`src/rtl/dmet_pkg.sv`:
```
// shared constants, types and character codes for the decimal-to-text formatter
// no dependencies; imported by every module of the block
package dmet_pkg;

	// mantissa width used by the conversion; the input port stays 64 bits
	localparam int MANTISSA_BITS = 64;
	localparam int MANT_IN_W = 64;
	localparam int EXP_W = 32;
	localparam int CHAR_W = 7;
	localparam int EX_W = 5;

	// shift length of the double-dabble loop covers both the mantissa and the exponent
	localparam int CONV_BITS = (MANTISSA_BITS > EXP_W) ? MANTISSA_BITS : EXP_W;

	// decimal digit counts of the two magnitudes
	localparam int MDIG = (MANTISSA_BITS * 30103) / 100000 + 1;
	localparam int EDIG = 10;
	localparam int CNT_W = $clog2(((MDIG > EDIG) ? MDIG : EDIG) + 1);
	localparam int MP_W = $clog2(MDIG);
	localparam int EP_W = $clog2(EDIG);

	// exponent window for fixed notation
	localparam int FIX_EXP_HIGH = 6;
	localparam int FIX_EXP_LOW = -9;

	// ascii codes
	localparam logic [CHAR_W-1:0] CH_ZERO = 7'h30;
	localparam logic [CHAR_W-1:0] CH_POINT = 7'h2E;
	localparam logic [CHAR_W-1:0] CH_MINUS = 7'h2D;
	localparam logic [CHAR_W-1:0] CH_E = 7'h65;

	// one classified number, as held in the queue
	typedef struct packed {
		logic                     neg;
		logic [MANTISSA_BITS-1:0] mag;
		logic                     fixed;
		logic signed [EX_W-1:0]   ex;
		logic                     eneg;
		logic [EXP_W-1:0]         emag;
	} item_t;

	// back end status seen by the top level
	typedef struct packed {
		logic busy;
		logic emitting;
	} back_status_t;

endpackage

```
`src/rtl/dmet_front.sv`:
```
// front end: splits sign and magnitude of mantissa and exponent, picks the notation
// depends on dmet_pkg
module dmet_front (
	input  logic signed [dmet_pkg::MANT_IN_W-1:0] mantissa,
	input  logic signed [dmet_pkg::EXP_W-1:0]     exponent,
	output dmet_pkg::item_t                       item
);
	import dmet_pkg::*;

	logic [MANTISSA_BITS-1:0] m;
	logic [EXP_W-1:0]         e_raw;

	assign m = mantissa[MANTISSA_BITS-1:0];
	assign e_raw = exponent;

	// mantissa sign and magnitude; the most negative value stays as unsigned
	assign item.neg = m[MANTISSA_BITS-1];
	assign item.mag = m[MANTISSA_BITS-1] ? (~m + 1'b1) : m;

	// fixed notation only inside the exponent window
	assign item.fixed = (exponent <= FIX_EXP_HIGH) && (exponent >= FIX_EXP_LOW);
	assign item.ex = exponent[EX_W-1:0];

	// exponent sign and magnitude
	assign item.eneg = e_raw[EXP_W-1];
	assign item.emag = e_raw[EXP_W-1] ? (~e_raw + 32'd1) : e_raw;

endmodule

```
`src/rtl/dmet_queue.sv`:
```
// two-entry queue of classified numbers between front and back end
// depends on dmet_pkg
module dmet_queue (
	input  logic            clk,
	input  logic            arst_n,
	input  logic            wr_en,
	input  dmet_pkg::item_t wr_data,
	output logic            full,
	input  logic            rd_en,
	output logic            rd_valid,
	output dmet_pkg::item_t rd_data
);
	import dmet_pkg::*;

	localparam int QDEPTH = 2;
	localparam int QP_W = $clog2(QDEPTH);

	item_t             mem_q [QDEPTH];
	logic [QP_W-1:0]   wr_ptr_q;
	logic [QP_W-1:0]   rd_ptr_q;
	logic [QP_W:0]     count_q;
	logic              do_wr;
	logic              do_rd;

	assign full = (count_q == (QP_W+1)'(QDEPTH));
	assign rd_valid = (count_q != '0);
	assign rd_data = mem_q[rd_ptr_q];
	assign do_wr = wr_en && !full;
	assign do_rd = rd_en && rd_valid;

	// storage
	always_ff @(posedge clk) begin
		if (do_wr) begin
			mem_q[wr_ptr_q] <= wr_data;
		end
	end

	// pointers and fill count
	always_ff @(posedge clk or negedge arst_n) begin
		if (!arst_n) begin
			wr_ptr_q <= '0;
			rd_ptr_q <= '0;
			count_q <= '0;
		end else begin
			if (do_wr) begin
				wr_ptr_q <= wr_ptr_q + 1'b1;
			end
			if (do_rd) begin
				rd_ptr_q <= rd_ptr_q + 1'b1;
			end
			if (do_wr && !do_rd) begin
				count_q <= count_q + 1'b1;
			end else if (do_rd && !do_wr) begin
				count_q <= count_q - 1'b1;
			end
		end
	end

endmodule

```
`src/rtl/dmet_back.sv`:
```
// back end: double-dabble conversion, text layout and one character per transaction
// depends on dmet_pkg
module dmet_back (
	input  logic                         clk,
	input  logic                         arst_n,
	input  logic                         q_valid,
	input  dmet_pkg::item_t              q_data,
	output logic                         q_take,
	input  logic                         pop,
	output logic                         empty,
	output logic [dmet_pkg::CHAR_W-1:0]  out_char,
	output logic                         last,
	output dmet_pkg::back_status_t       status
);
	import dmet_pkg::*;

	localparam int NPH = 10;
	localparam int IT_W = $clog2(CONV_BITS);
	localparam int SW = CNT_W + 2;

	typedef enum logic [2:0] {
		B_IDLE,
		B_CONV,
		B_COUNT,
		B_LEN,
		B_START,
		B_EMIT
	} bstate_t;

	typedef enum logic [3:0] {
		PH_SIGN,
		PH_INT,
		PH_IZERO,
		PH_LZERO,
		PH_POINT,
		PH_FZERO,
		PH_FRAC,
		PH_E,
		PH_ESIGN,
		PH_EDIG
	} phase_t;

	bstate_t                state_q;
	phase_t                 phase_q;
	item_t                  item_q;
	logic [CONV_BITS-1:0]   mshift_q;
	logic [CONV_BITS-1:0]   eshift_q;
	logic [MDIG*4-1:0]      mbcd_q;
	logic [EDIG*4-1:0]      ebcd_q;
	logic [IT_W-1:0]        iter_q;
	logic [CNT_W-1:0]       nd_q;
	logic [CNT_W-1:0]       ne_q;
	logic [MP_W-1:0]        mp_q;
	logic [EP_W-1:0]        ep_q;
	logic [CNT_W-1:0]       len_q [NPH];
	logic [CNT_W-1:0]       rem_q;
	logic                   ovalid_q;
	logic [CHAR_W-1:0]      ochar_q;
	logic                   olast_q;

	logic [MDIG*4-1:0]      mbcd_nxt;
	logic [EDIG*4-1:0]      ebcd_nxt;
	logic [CNT_W-1:0]       nd_c;
	logic [CNT_W-1:0]       ne_c;
	logic [CNT_W-1:0]       nd_m1;
	logic [CNT_W-1:0]       ne_m1;
	logic [CNT_W-1:0]       len_c [NPH];
	phase_t                 nxt_ph;
	logic                   nxt_any;
	logic [CHAR_W-1:0]      char_c;
	logic                   last_c;
	logic                   adv;

	assign q_take = (state_q == B_IDLE) && q_valid;
	assign empty = !ovalid_q;
	assign out_char = ochar_q;
	assign last = olast_q;
	assign status.busy = (state_q != B_IDLE);
	assign status.emitting = (state_q == B_EMIT);
	assign adv = !ovalid_q || pop;

	// add-3 correction on every digit, then shift in the next binary bit
	always_comb begin
		logic [MDIG*4-1:0] madj;
		logic [EDIG*4-1:0] eadj;
		logic [3:0]        md;
		logic [3:0]        ed;
		for (int i = 0; i < MDIG; i++) begin
			md = mbcd_q[i*4 +: 4];
			madj[i*4 +: 4] = (md >= 4'd5) ? (md + 4'd3) : md;
		end
		for (int i = 0; i < EDIG; i++) begin
			ed = ebcd_q[i*4 +: 4];
			eadj[i*4 +: 4] = (ed >= 4'd5) ? (ed + 4'd3) : ed;
		end
		mbcd_nxt = {madj[MDIG*4-2:0], mshift_q[CONV_BITS-1]};
		ebcd_nxt = {eadj[EDIG*4-2:0], eshift_q[CONV_BITS-1]};
	end

	// significant digit counts, at least one digit
	always_comb begin
		nd_c = CNT_W'(1);
		ne_c = CNT_W'(1);
		for (int i = 0; i < MDIG; i++) begin
			if (mbcd_q[i*4 +: 4] != 4'd0) begin
				nd_c = CNT_W'(i + 1);
			end
		end
		for (int i = 0; i < EDIG; i++) begin
			if (ebcd_q[i*4 +: 4] != 4'd0) begin
				ne_c = CNT_W'(i + 1);
			end
		end
	end

	assign nd_m1 = nd_q - CNT_W'(1);
	assign ne_m1 = ne_q - CNT_W'(1);

	// character count of each section of the text
	always_comb begin
		logic signed [SW-1:0] exs;
		logic signed [SW-1:0] ndi;
		logic signed [SW-1:0] idr;
		logic signed [SW-1:0] idg;
		logic signed [SW-1:0] izr;
		logic signed [SW-1:0] fzr;
		logic signed [SW-1:0] fzg;
		logic signed [SW-1:0] frc;
		logic                 lzero;
		exs = {{(SW-EX_W){item_q.ex[EX_W-1]}}, item_q.ex};
		ndi = {2'b00, nd_q};
		idr = exs[SW-1] ? (ndi + exs) : ndi;
		idg = idr[SW-1] ? '0 : idr;
		izr = exs[SW-1] ? '0 : exs;
		lzero = (ndi <= -exs);
		fzr = -exs - ndi;
		fzg = fzr[SW-1] ? '0 : fzr;
		frc = ndi - idg;
		for (int i = 0; i < NPH; i++) begin
			len_c[i] = '0;
		end
		len_c[PH_SIGN] = {{(CNT_W-1){1'b0}}, item_q.neg};
		if (item_q.fixed) begin
			len_c[PH_INT] = idg[CNT_W-1:0];
			len_c[PH_IZERO] = izr[CNT_W-1:0];
			len_c[PH_LZERO] = {{(CNT_W-1){1'b0}}, lzero};
			len_c[PH_POINT] = CNT_W'(1);
			len_c[PH_FZERO] = fzg[CNT_W-1:0];
			len_c[PH_FRAC] = frc[CNT_W-1:0];
		end else begin
			len_c[PH_INT] = nd_q;
			len_c[PH_E] = CNT_W'(1);
			len_c[PH_ESIGN] = {{(CNT_W-1){1'b0}}, item_q.eneg};
			len_c[PH_EDIG] = ne_q;
		end
	end

	// next non-empty section, from the first one when starting
	always_comb begin
		nxt_ph = PH_SIGN;
		nxt_any = 1'b0;
		for (int i = NPH - 1; i >= 0; i--) begin
			if (((i > int'(phase_q)) || (state_q == B_START)) && (len_q[i] != '0)) begin
				nxt_ph = phase_t'(i);
				nxt_any = 1'b1;
			end
		end
	end

	// character of the current section
	always_comb begin
		case (phase_q)
			PH_SIGN: begin
				char_c = CH_MINUS;
			end
			PH_INT, PH_FRAC: begin
				char_c = CH_ZERO | {3'b000, mbcd_q[{mp_q, 2'b00} +: 4]};
			end
			PH_IZERO, PH_LZERO, PH_FZERO: begin
				char_c = CH_ZERO;
			end
			PH_POINT: begin
				char_c = CH_POINT;
			end
			PH_E: begin
				char_c = CH_E;
			end
			PH_ESIGN: begin
				char_c = CH_MINUS;
			end
			PH_EDIG: begin
				char_c = CH_ZERO | {3'b000, ebcd_q[{ep_q, 2'b00} +: 4]};
			end
			default: begin
				char_c = CH_ZERO;
			end
		endcase
	end

	assign last_c = (rem_q == CNT_W'(1)) && !nxt_any;

	// payload registers of the conversion
	always_ff @(posedge clk) begin
		case (state_q)
			B_IDLE: begin
				if (q_valid) begin
					item_q <= q_data;
					mshift_q <= CONV_BITS'(q_data.mag);
					eshift_q <= CONV_BITS'(q_data.emag);
					mbcd_q <= '0;
					ebcd_q <= '0;
				end
			end
			B_CONV: begin
				mshift_q <= {mshift_q[CONV_BITS-2:0], 1'b0};
				eshift_q <= {eshift_q[CONV_BITS-2:0], 1'b0};
				mbcd_q <= mbcd_nxt;
				ebcd_q <= ebcd_nxt;
			end
			B_COUNT: begin
				nd_q <= nd_c;
				ne_q <= ne_c;
			end
			B_LEN: begin
				len_q <= len_c;
			end
			default: begin
			end
		endcase
	end

	// sequencer, digit pointers and output register
	always_ff @(posedge clk or negedge arst_n) begin
		if (!arst_n) begin
			state_q <= B_IDLE;
			phase_q <= PH_SIGN;
			iter_q <= '0;
			ovalid_q <= 1'b0;
			ochar_q <= '0;
			olast_q <= 1'b0;
			rem_q <= '0;
			mp_q <= '0;
			ep_q <= '0;
		end else begin
			// while emitting, the output register is refilled below instead
			if (pop && ovalid_q && (state_q != B_EMIT)) begin
				ovalid_q <= 1'b0;
			end
			case (state_q)
				B_IDLE: begin
					if (q_valid) begin
						iter_q <= '0;
						state_q <= B_CONV;
					end
				end
				B_CONV: begin
					iter_q <= iter_q + 1'b1;
					if (iter_q == IT_W'(CONV_BITS - 1)) begin
						state_q <= B_COUNT;
					end
				end
				B_COUNT: begin
					state_q <= B_LEN;
				end
				B_LEN: begin
					mp_q <= nd_m1[MP_W-1:0];
					ep_q <= ne_m1[EP_W-1:0];
					state_q <= B_START;
				end
				B_START: begin
					phase_q <= nxt_ph;
					rem_q <= len_q[nxt_ph];
					state_q <= B_EMIT;
				end
				B_EMIT: begin
					if (adv) begin
						ovalid_q <= 1'b1;
						ochar_q <= char_c;
						olast_q <= last_c;
						if ((phase_q == PH_INT) || (phase_q == PH_FRAC)) begin
							mp_q <= mp_q - 1'b1;
						end
						if (phase_q == PH_EDIG) begin
							ep_q <= ep_q - 1'b1;
						end
						if (rem_q == CNT_W'(1)) begin
							if (nxt_any) begin
								phase_q <= nxt_ph;
								rem_q <= len_q[nxt_ph];
							end else begin
								state_q <= B_IDLE;
							end
						end else begin
							rem_q <= rem_q - CNT_W'(1);
						end
					end
				end
				default: begin
					state_q <= B_IDLE;
				end
			endcase
		end
	end

endmodule

```
`src/rtl/decimal_mantissa_exponent_to_text_unit.sv`:
```
// top level of the decimal mantissa/exponent to ascii text formatter
// depends on dmet_pkg, dmet_front, dmet_queue, dmet_back
//
// channel   direction  handshake          payload
// input     in         push / full        mantissa[63:0] signed, exponent[31:0] signed
// result    out        empty / pop        out_char[6:0], last
//
// per number the back end takes it from the queue, runs 64 double-dabble shift steps,
// counts the digits and lays out the text, then emits one character per cycle while
// pop keeps the output free, through a single output register
// the front takes a new number every cycle until the two-entry queue fills
// reset clears the queue pointers, the sequencer and the output register
// pop held low stalls emission with the pending character held on the result ports
module decimal_mantissa_exponent_to_text_unit (
	input  logic                                   clk,
	input  logic                                   arst_n,
	input  logic                                   push,
	output logic                                   full,
	input  logic signed [dmet_pkg::MANT_IN_W-1:0]  mantissa,
	input  logic signed [dmet_pkg::EXP_W-1:0]      exponent,
	output logic                                   empty,
	input  logic                                   pop,
	output logic [dmet_pkg::CHAR_W-1:0]            out_char,
	output logic                                   last
);
	import dmet_pkg::*;

	item_t        front_item;
	item_t        q_data;
	logic         q_valid;
	logic         q_take;
	back_status_t st;

	// classify the incoming number
	dmet_front u_front (
		.mantissa (mantissa),
		.exponent (exponent),
		.item     (front_item)
	);

	// decouple front and back end
	dmet_queue u_queue (
		.clk      (clk),
		.arst_n   (arst_n),
		.wr_en    (push),
		.wr_data  (front_item),
		.full     (full),
		.rd_en    (q_take),
		.rd_valid (q_valid),
		.rd_data  (q_data)
	);

	// convert and emit
	dmet_back u_back (
		.clk      (clk),
		.arst_n   (arst_n),
		.q_valid  (q_valid),
		.q_data   (q_data),
		.q_take   (q_take),
		.pop      (pop),
		.empty    (empty),
		.out_char (out_char),
		.last     (last),
		.status   (st)
	);

`ifndef ASSERT_OFF
	// an accepted number is waiting in the queue the next cycle
	a_push_queued: assert property (@(posedge clk) disable iff (!arst_n)
		(push && !full) |=> q_valid)
		else $error("accepted number missing from queue");

	// an idle back end picks up a waiting number at once
	a_idle_take: assert property (@(posedge clk) disable iff (!arst_n)
		(q_valid && !st.busy) |=> st.busy)
		else $error("waiting number not taken by idle back end");

	// outside emission a waiting character ends its number
	a_idle_last: assert property (@(posedge clk) disable iff (!arst_n)
		(!st.emitting && !empty) |-> last)
		else $error("unfinished text left while back end not emitting");

	// no bubble inside the text of one number
	a_no_gap: assert property (@(posedge clk) disable iff (!arst_n)
		(!empty && pop && !last) |=> !empty)
		else $error("gap in character transactions of one number");
`endif

endmodule

```
`config.mk`:
```
export PLATFORM = sky130hd
export DESIGN_NAME = decimal_mantissa_exponent_to_text_unit
export DESIGN_NICKNAME = d
export VERILOG_FILES = /design/src/rtl/dmet_pkg.sv /design/src/rtl/dmet_front.sv /design/src/rtl/dmet_queue.sv /design/src/rtl/dmet_back.sv /design/src/rtl/decimal_mantissa_exponent_to_text_unit.sv
export SDC_FILE = /design/constraint.sdc
export NUM_CORES = 1
export LEC_CHECK = 0
export BUFFER_PORTS_ARGS = -buffer_cell sky130_fd_sc_hd__clkbuf_2
export CORE_MARGIN = 8
export CORE_UTILIZATION = 56
export DETAILED_ROUTE_END_ITERATION = 8
export PLACE_DENSITY = 0.83
export SLEW_MARGIN = 30
export SYNTH_ARGS = -nofsm -noshare
export SYNTH_HDL_FRONTEND = slang
export SYNTH_SLANG_ARGS = --single-unit
```
`constraint.sdc`:
```
create_clock -name clk -period 6.9 [get_ports clk]
set_input_delay 1.035 -clock clk [delete_from_list [all_inputs] [get_ports clk]]
set_output_delay 1.035 -clock clk [all_outputs]
set_load 0.005 [all_outputs]
```
# Yosys cells after proc, flatten, opt, wreduce, memory -nomap -nowiden
# Memory sizes are Yosys's and may differ from the RTL's.
# Index checks and enable logic that the tools add are counted.
[word_totals]
output_inout_bits = 10
rom_bits = 0
mem_count = 1
latchBits = 0
wordCells = 375
ram_bits = 208
reg_bits = 350
[mem_list]
columns = ["name", "words", "width", "rd", "rd_ports_with_merged_regs", "wr", "line_no", "source"]
rows = [
  ["u_queue.mem_q", 2, 104, 1, 0, 1, "dmet_queue.sv:18", "item_t mem_q [QDEPTH];"],
]
[op_classes]
order_cmp = 43
eq_ne = 24
n_reduce_logical = 93
bitwise = 4
shifts = 2
add_sub_neg = 46
muxes = 125
div_mod_pow = 0
mul = 0
[op_table]
columns = ["op", "n"]
rows = [
  ["$pmux 64 s2", 2],
  ["$mux 4", 51],
  ["$mux 64", 3],
  ["$pmux 80 s2", 1],
  ["$ge 4x3->1 const B", 30],
  ["$add 4x2->4 const B", 28],
  ["$reduce_bool 4->1", 28],
  ["$mux 80", 1],
  ["$pmux 40 s2", 1],
  ["$shiftx 80x8->4", 1],
  ["$add 64x1->64 const B", 1],
  ["$not 64->64", 1],
  ["$mux 3", 19],
  ["$mux 5", 10],
  ["$reduce_bool 5->1", 9],
  ["$mux 40", 1],
  ["$shiftx 40x7->4", 1],
  ["$pmux 7 s5", 1],
  ["$add 32x1->32 const B", 1],
  ["$ge 32x5->1 const B", 1],
  ["$le 32x4->1 const B", 1],
  ["$mux 32", 1],
  ["$not 32->32", 1],
  ["$mux 11", 2],
  ["other kinds (54)", 141],
]

# Logic depth before layout (Yosys ltp)
[logic_depth]
depth_word = 21
depth_mapped = 17

# Hierarchy
# Synthesis repeated with hierarchy kept, for this count alone.
[unflattened]
cells_unflattened = 2483
hier_area_um2 = 28691.3
[by_module_without_submodules]
columns = ["module", "cells_per_inst", "n_inst", "area_per_inst_um2"]
rows = [
  ["dmet_back", 1811, 1, 18376.4],
  ["dmet_queue", 343, 1, 7953.9],
  ["dmet_front", 329, 1, 2361.0],
]

# Least setup slack after synthesis
# OpenSTA, ideal clock, no wires.
[synth_timing]
kind = "register to register"
from = "register u_back.state_q[2]"
to = "register u_back.ebcd_q[0] (enable)"
required_ns = 6.302
path_buffers = 3
path_stages_with_launch = 7
period_less_slack_ns = 6.831
arrival_time_ns = 6.233
slack_ns = 0.069
cell_sequence = "dfrtp_1 -> clkbuf_1 -> nor3b_1 -> clkbuf_1 -> clkbuf_1 -> nor2_1 -> inv_1"
[synth_via]
elab_chain_cells = 3
word_cells_on_any_way = 5
[synth_rtl]
columns = ["item", "line_no", "source"]
rows = [
  ["from (decl)", "dmet_back.sv:43", "bstate_t state_q;"],
  ["from (signal assigned)", "dmet_back.sv:235", "state_q <= B_IDLE;"],
  ["from (signal assigned)", "dmet_back.sv:253", "state_q <= B_CONV;"],
  ["from (signal assigned)", "dmet_back.sv:259", "state_q <= B_COUNT;"],
  ["$logic_not 3->1 or $eq 3x1->1 (tied branches)", "dmet_back.sv:204", "case (state_q)"],
  ["$ne 2x1->1 (no source line) or $reduce_bool 2->1 (tied branches)", "--", ""],
  ["$reduce_and 2->1 (no source line) (*)", "--", ""],
  ["to (signal assigned)", "dmet_back.sv:218", "ebcd_q <= ebcd_nxt;"],
  ["to (decl)", "dmet_back.sv:49", "logic [EDIG*4-1:0] ebcd_q;"],
]
# Mark *: on every way between the ends. The rest lies on a longest branch, timed or not.
# A chain may end at the register's enable or synchronous reset.

# Worst setup path after layout
[layout_timing]
from = "register u_back.len_q[36] in the netlist's numbering"
to = "register u_back.rem_q[3]"
[layout_via]
elab_chain_cells = 13
word_cells_on_any_way = 18
[layout_rtl]
columns = ["item", "line_no", "source"]
rows = [
  ["from (decl)", "dmet_back.sv:55", "logic [CNT_W-1:0] len_q [NPH];"],
  ["from (signal assigned)", "dmet_back.sv:225", "len_q <= len_c;"],
  ["$reduce_bool 5->1 (*)", "dmet_back.sv:163", "if (((i > int'(phase_q)) || (state_q == B_START)) && (len_q[i] != '0)) begin"],
  ["$logic_and 1x1->1 (*)", "dmet_back.sv:163", ""],
  ["$mux 4 (3 in a row)", "dmet_back.sv:163", ""],
  ["$not 4->5 (not written as such)", "dmet_back.sv:272, dmet_back.sv:289", ""],
  ["$bmux 5 s4", "dmet_back.sv:272, dmet_back.sv:289", ""],
  ["$mux 5 (not written as such) (2 in a row)", "dmet_back.sv:272, dmet_back.sv:289", ""],
  ["$mux 5", "dmet_back.sv:287", "if (nxt_any) begin"],
  ["$mux 5", "dmet_back.sv:286", "if (rem_q == CNT_W'(1)) begin"],
  ["$mux 5", "dmet_back.sv:276", "if (adv) begin"],
  ["$pmux 5 s2", "dmet_back.sv:249", "case (state_q)"],
  ["to (signal assigned)", "dmet_back.sv:272", "rem_q <= len_q[nxt_ph];"],
  ["to (signal assigned)", "dmet_back.sv:289", "rem_q <= len_q[nxt_ph];"],
  ["to (signal assigned)", "dmet_back.sv:294", "rem_q <= rem_q - CNT_W'(1);"],
  ["to (decl)", "dmet_back.sv:56", "logic [CNT_W-1:0] rem_q;"],
]
# Mark *: on every way between the ends. The rest lies on a longest branch, timed or not. The select of a mux whose other input is x is not followed.

==> summary.txt <==
Worst setup path
  – Critical-path top delay cell: a41oi_1
  – Reg2reg path depth: 8
  – Largest stage delay on the critical path: 0.80 ns
  – Critical setup path kind: flip-flop to flip-flop
  – Critical Path Start Type: flip-flop
  – CP endpoint kind: flip-flop
  – Cells along the critical path: or4_1 > or3_1 > a221oi_1 > nand3_1 > a41oi_1 > o21bai_1 > a211oi_1 > a211o_1
  – Crit path arrival time: 4.09 ns
  – Required time of the worst setup path: 7.37 ns
  – CP max FO: 12

STA
  – Least-Margin Pin Slew: 1.03 ns
  – Fin crit period: 3.62 ns
  – Tcrit/Tclk final: 52.5%
  – Unrepaired setup endpoints after global routing: false
  – Skew final: 0.0337 ns
  – Setup tns final: 0 ns
  – Slew Viols, Final: 0
  – Slew HR: 31.4%
  – Final Hold Fails: 0
  – Setup violations, final: 0
  – Top achievable clock speed: 276 MHz

Run status
  – Status: completed

Detailed routing
  – Initial DRC count: 1,791
  – Total number of vias: 18,600
  – Routed WL: 57,600 um
  – DRC Markers: 0
  – First-pass iteration count of the detailed router: 8
  – Remaining antenna violation count after routing: 0
  – Vias per cell: 5.90
  – WL/cell: 18.3 um

Synth
  – Sequential area share after synthesis: 57.7%
  – Area leader, netlist: edfxtp_1
  – Number of synthesized flops with an enable pin: 499
  – Synthesized cell area: 0.0277 sq mm
  – Synth unique cells: 74
  – Synth top cells by count: 499 x edfxtp_1, 251 x nand2_1, 201 x nor2_1, 200 x o21ai_0, 133 x a21oi_1
  – Simple-gate area share of the yosys netlist: 12.8%
  – Post-Synth Adder-Cell Area: 4.33%
  – Mean Syn Cell Area: 11.7 sq um
  – Asr flop ratio synth: 7.42%
  – Largest family of logic cells by synthesized area: simple AND/OR/NAND/NOR gates
  – Synth Net Count: 2,563
  – Most frequent cell after synthesis: edfxtp_1
  – Share of the synthesized area in the top cell type: 54.1%
  – Syn Inst Count: 2,369
  – Synth warn: 0
  – Mux cell area share after synthesis: 7.11%
  – Top FF cell, synth: edfxtp_1
  – Post-synthesis compound-gate area fraction: 10.0%
  – #FFs+latches synth: 539
  – Xor and xnor area share after synthesis: 5.31%
  – Synth area leaders: edfxtp_1 54%, xnor2_1 4.2%, ha_1 4.1%

Floorplanning
  – Core area: 0.0488 sq mm
  – Die area: 0.0568 sq mm
  – Cell Rows: 81
  – Die X: 238 um
  – Initial Util: 56.7%
  – I/O Pins: 110
  – Die height: 238 um

CTS
  – Max clock buf depth: 3
  – # H-tree levels: 2
  – Post-CTS Hold Buffers: 0
  – Total CTS buffers: 55
  – Clk_lat worst skew: 0.62 ns
  – Resize count post-CTS: 0
  – Post-CTS Setup Inserts: 0
  – CTS tree: done
  – Clock tree sinks: 539
  – CTS clk-pin slew, worst paths: 0.06 ns
  – Root Buffer: clkbuf_16

Global routing
  – Total GRT Usage: 19.8%
  – Vias in the first global route: 18,800
  – Total grt overflow: 0
  – Initial antenna violation count: 0
  – Largest net degree at the start of global routing: 146
  – First-pass GRT wire length: 93,200 um

Power and ir drop
  – Power Dens Cells: 273 mW/mm^2
  – Peak supply drop: 0.235 mV
  – Pleak: 0.0106 uW

Layout
  – Finished Layout Cells: 3,156
  – Number of nets in the layout: 2,642
  – Area Overhead vs Synth: 10.6%
  – Layout cell share with drive strength beyond 1: 11.3%
  – Antenna cells: 0

Min path
  – Min-delay worst type: flip-flop to flip-flop
  – Worst Hold Depth: 1

Placed design
  – Routability cong.: 0.897
  – Placed cells: 3,055
  – Port Buf Inserts: 109
  – Final HPWL from detailed placement: 37,800 um

Job
  – Max_cap viols: 0
[placed cells by master (no fill, tap or decap), drive strengths merged, types with 8 or more instances in the layout]
| master | instances |
|---|---|
| a211oi | 9 |
| a21oi | 133 |
| a31oi | 8 |
| and2 | 42 |
| and3 | 9 |
| buf | 13 |
| clkbuf | 182 |
| clkinv | 21 |
| dfrtp | 40 |
| edfxtp | 499 |
| ha | 91 |
| inv | 101 |
| mux2 | 14 |
| mux2i | 109 |
| mux4 | 32 |
| nand2 | 251 |
| nand2b | 46 |
| nand3 | 22 |
| nand4 | 19 |
| nor2 | 202 |
| nor2b | 11 |
| nor3 | 54 |
| nor3b | 19 |
| nor4 | 17 |
| o21ai | 205 |
| o31ai | 36 |
| o41ai | 13 |
| or2 | 8 |
| or3 | 17 |
| or4 | 13 |
| xnor2 | 132 |
| xor2 | 36 |
[routing by layer]
| layer | wire length [um] | track usage [%] |
|---|---|---|
| met1 | 23700 | 24.9 |
| met2 | 28600 | 34.3 |
| met3 | 3740 | 3.63 |
| met4 | 1610 | 6.94 |
| met5 | 0 | 0 |
[per-stage QoR]
| stage | total power (uW) | util (%) | hold WS, ns | cell area [sq um] | setup WS [ns] |
|---|---|---|---|---|---|
| 2_1_floorplan | 5130 | - | 0.400 | 27700 | 0.0685 |
| 3_3_place_gp | 5410 | 59.0 | 0.453 | 28800 | 2.93 |
| 5_1_grt | 8670 | 62.7 | 0.512 | 30600 | 2.97 |
| 3_5_place_dp | 5470 | 59.0 | 0.458 | 28800 | 2.81 |
| 4_1_cts | 8390 | 62.7 | 0.468 | 30600 | 3.30 |
| 6_report | 8350 | 62.7 | 0.472 | 30600 | 3.28 |
[state kept, by name, indices dropped and copies added, names as in the netlist, 5 cells and up]
| register | flops |
|---|---|
| u_back.ebcd_q | 40 |
| u_back.eshift_q | 64 |
| u_back.item_q | 8 |
| u_back.iter_q | 6 |
| u_back.len_q | 28 |
| u_back.mbcd_q | 80 |
| u_back.mp_q | 5 |
| u_back.mshift_q | 64 |
| u_back.nd_q | 5 |
| u_back.out_char | 7 |
| u_back.rem_q | 5 |
| u_queue.mem_q | 206 |
[cells by family after synthesis]
family | after synthesis
buffers and inverters | 200
flip-flops | 539
adder cells (fa/ha/maj) | 94
AO/OA/AOI/OAI | 472
multiplexers | 155
AND/OR/NAND/NOR | 741
XOR/XNOR | 168
[final timing paths]
path | from | end | slack, ns
max in group asynchronous | arst_n | u_queue.rd_ptr_q$_DFFE_PN0P_ | 5.99
worst min register to register | u_back.out_char[5]$_DFFE_PN0P_ | u_back.out_char[5]$_DFFE_PN0P_ | 0.47
worst max register to register | u_back.len_q[36]$_SDFFCE_PP0N_ | u_back.rem_q[3]$_DFFE_PN0P_ | 3.28
min in group asynchronous | arst_n | u_back.rem_q[0]$_DFFE_PN0P_ | 0.48
worst min-delay path | u_back.out_char[5]$_DFFE_PN0P_ | u_back.out_char[5]$_DFFE_PN0P_ | 0.47
worst max-delay path | u_back.len_q[36]$_SDFFCE_PP0N_ | u_back.rem_q[3]$_DFFE_PN0P_ | 3.28
[cell type report]
cell class / count / area (sq um)
clock inverters: 28 / 294
flip-flops and latches: 539 / 16000
fillers: 3691 / 18200
inverters: 100 / 388
well taps: 664 / 831
multi-input cells: 1630 / 11000
clock buffers: 73 / 1470
repair buffers: 122 / 667
[worst max-delay path: cells and delay by family, from the launching register on]
family / cells / cell delay (ns)
AO/OA/AOI/OAI: 5 / 1.85
flip-flops: 1 / 0.41
AND/OR/NAND/NOR: 3 / 1.22
[where the power goes]
group	leakage [uW]	internal (uW)	total (uW)	switching [uW]
registers	0.00544	4010	4220	209
logic	0.00428	458	1210	748
clock network	0.000860	1660	2920	1260
total	0.0106	6130	8350	2220
Power figures use the tool's default switching activity.
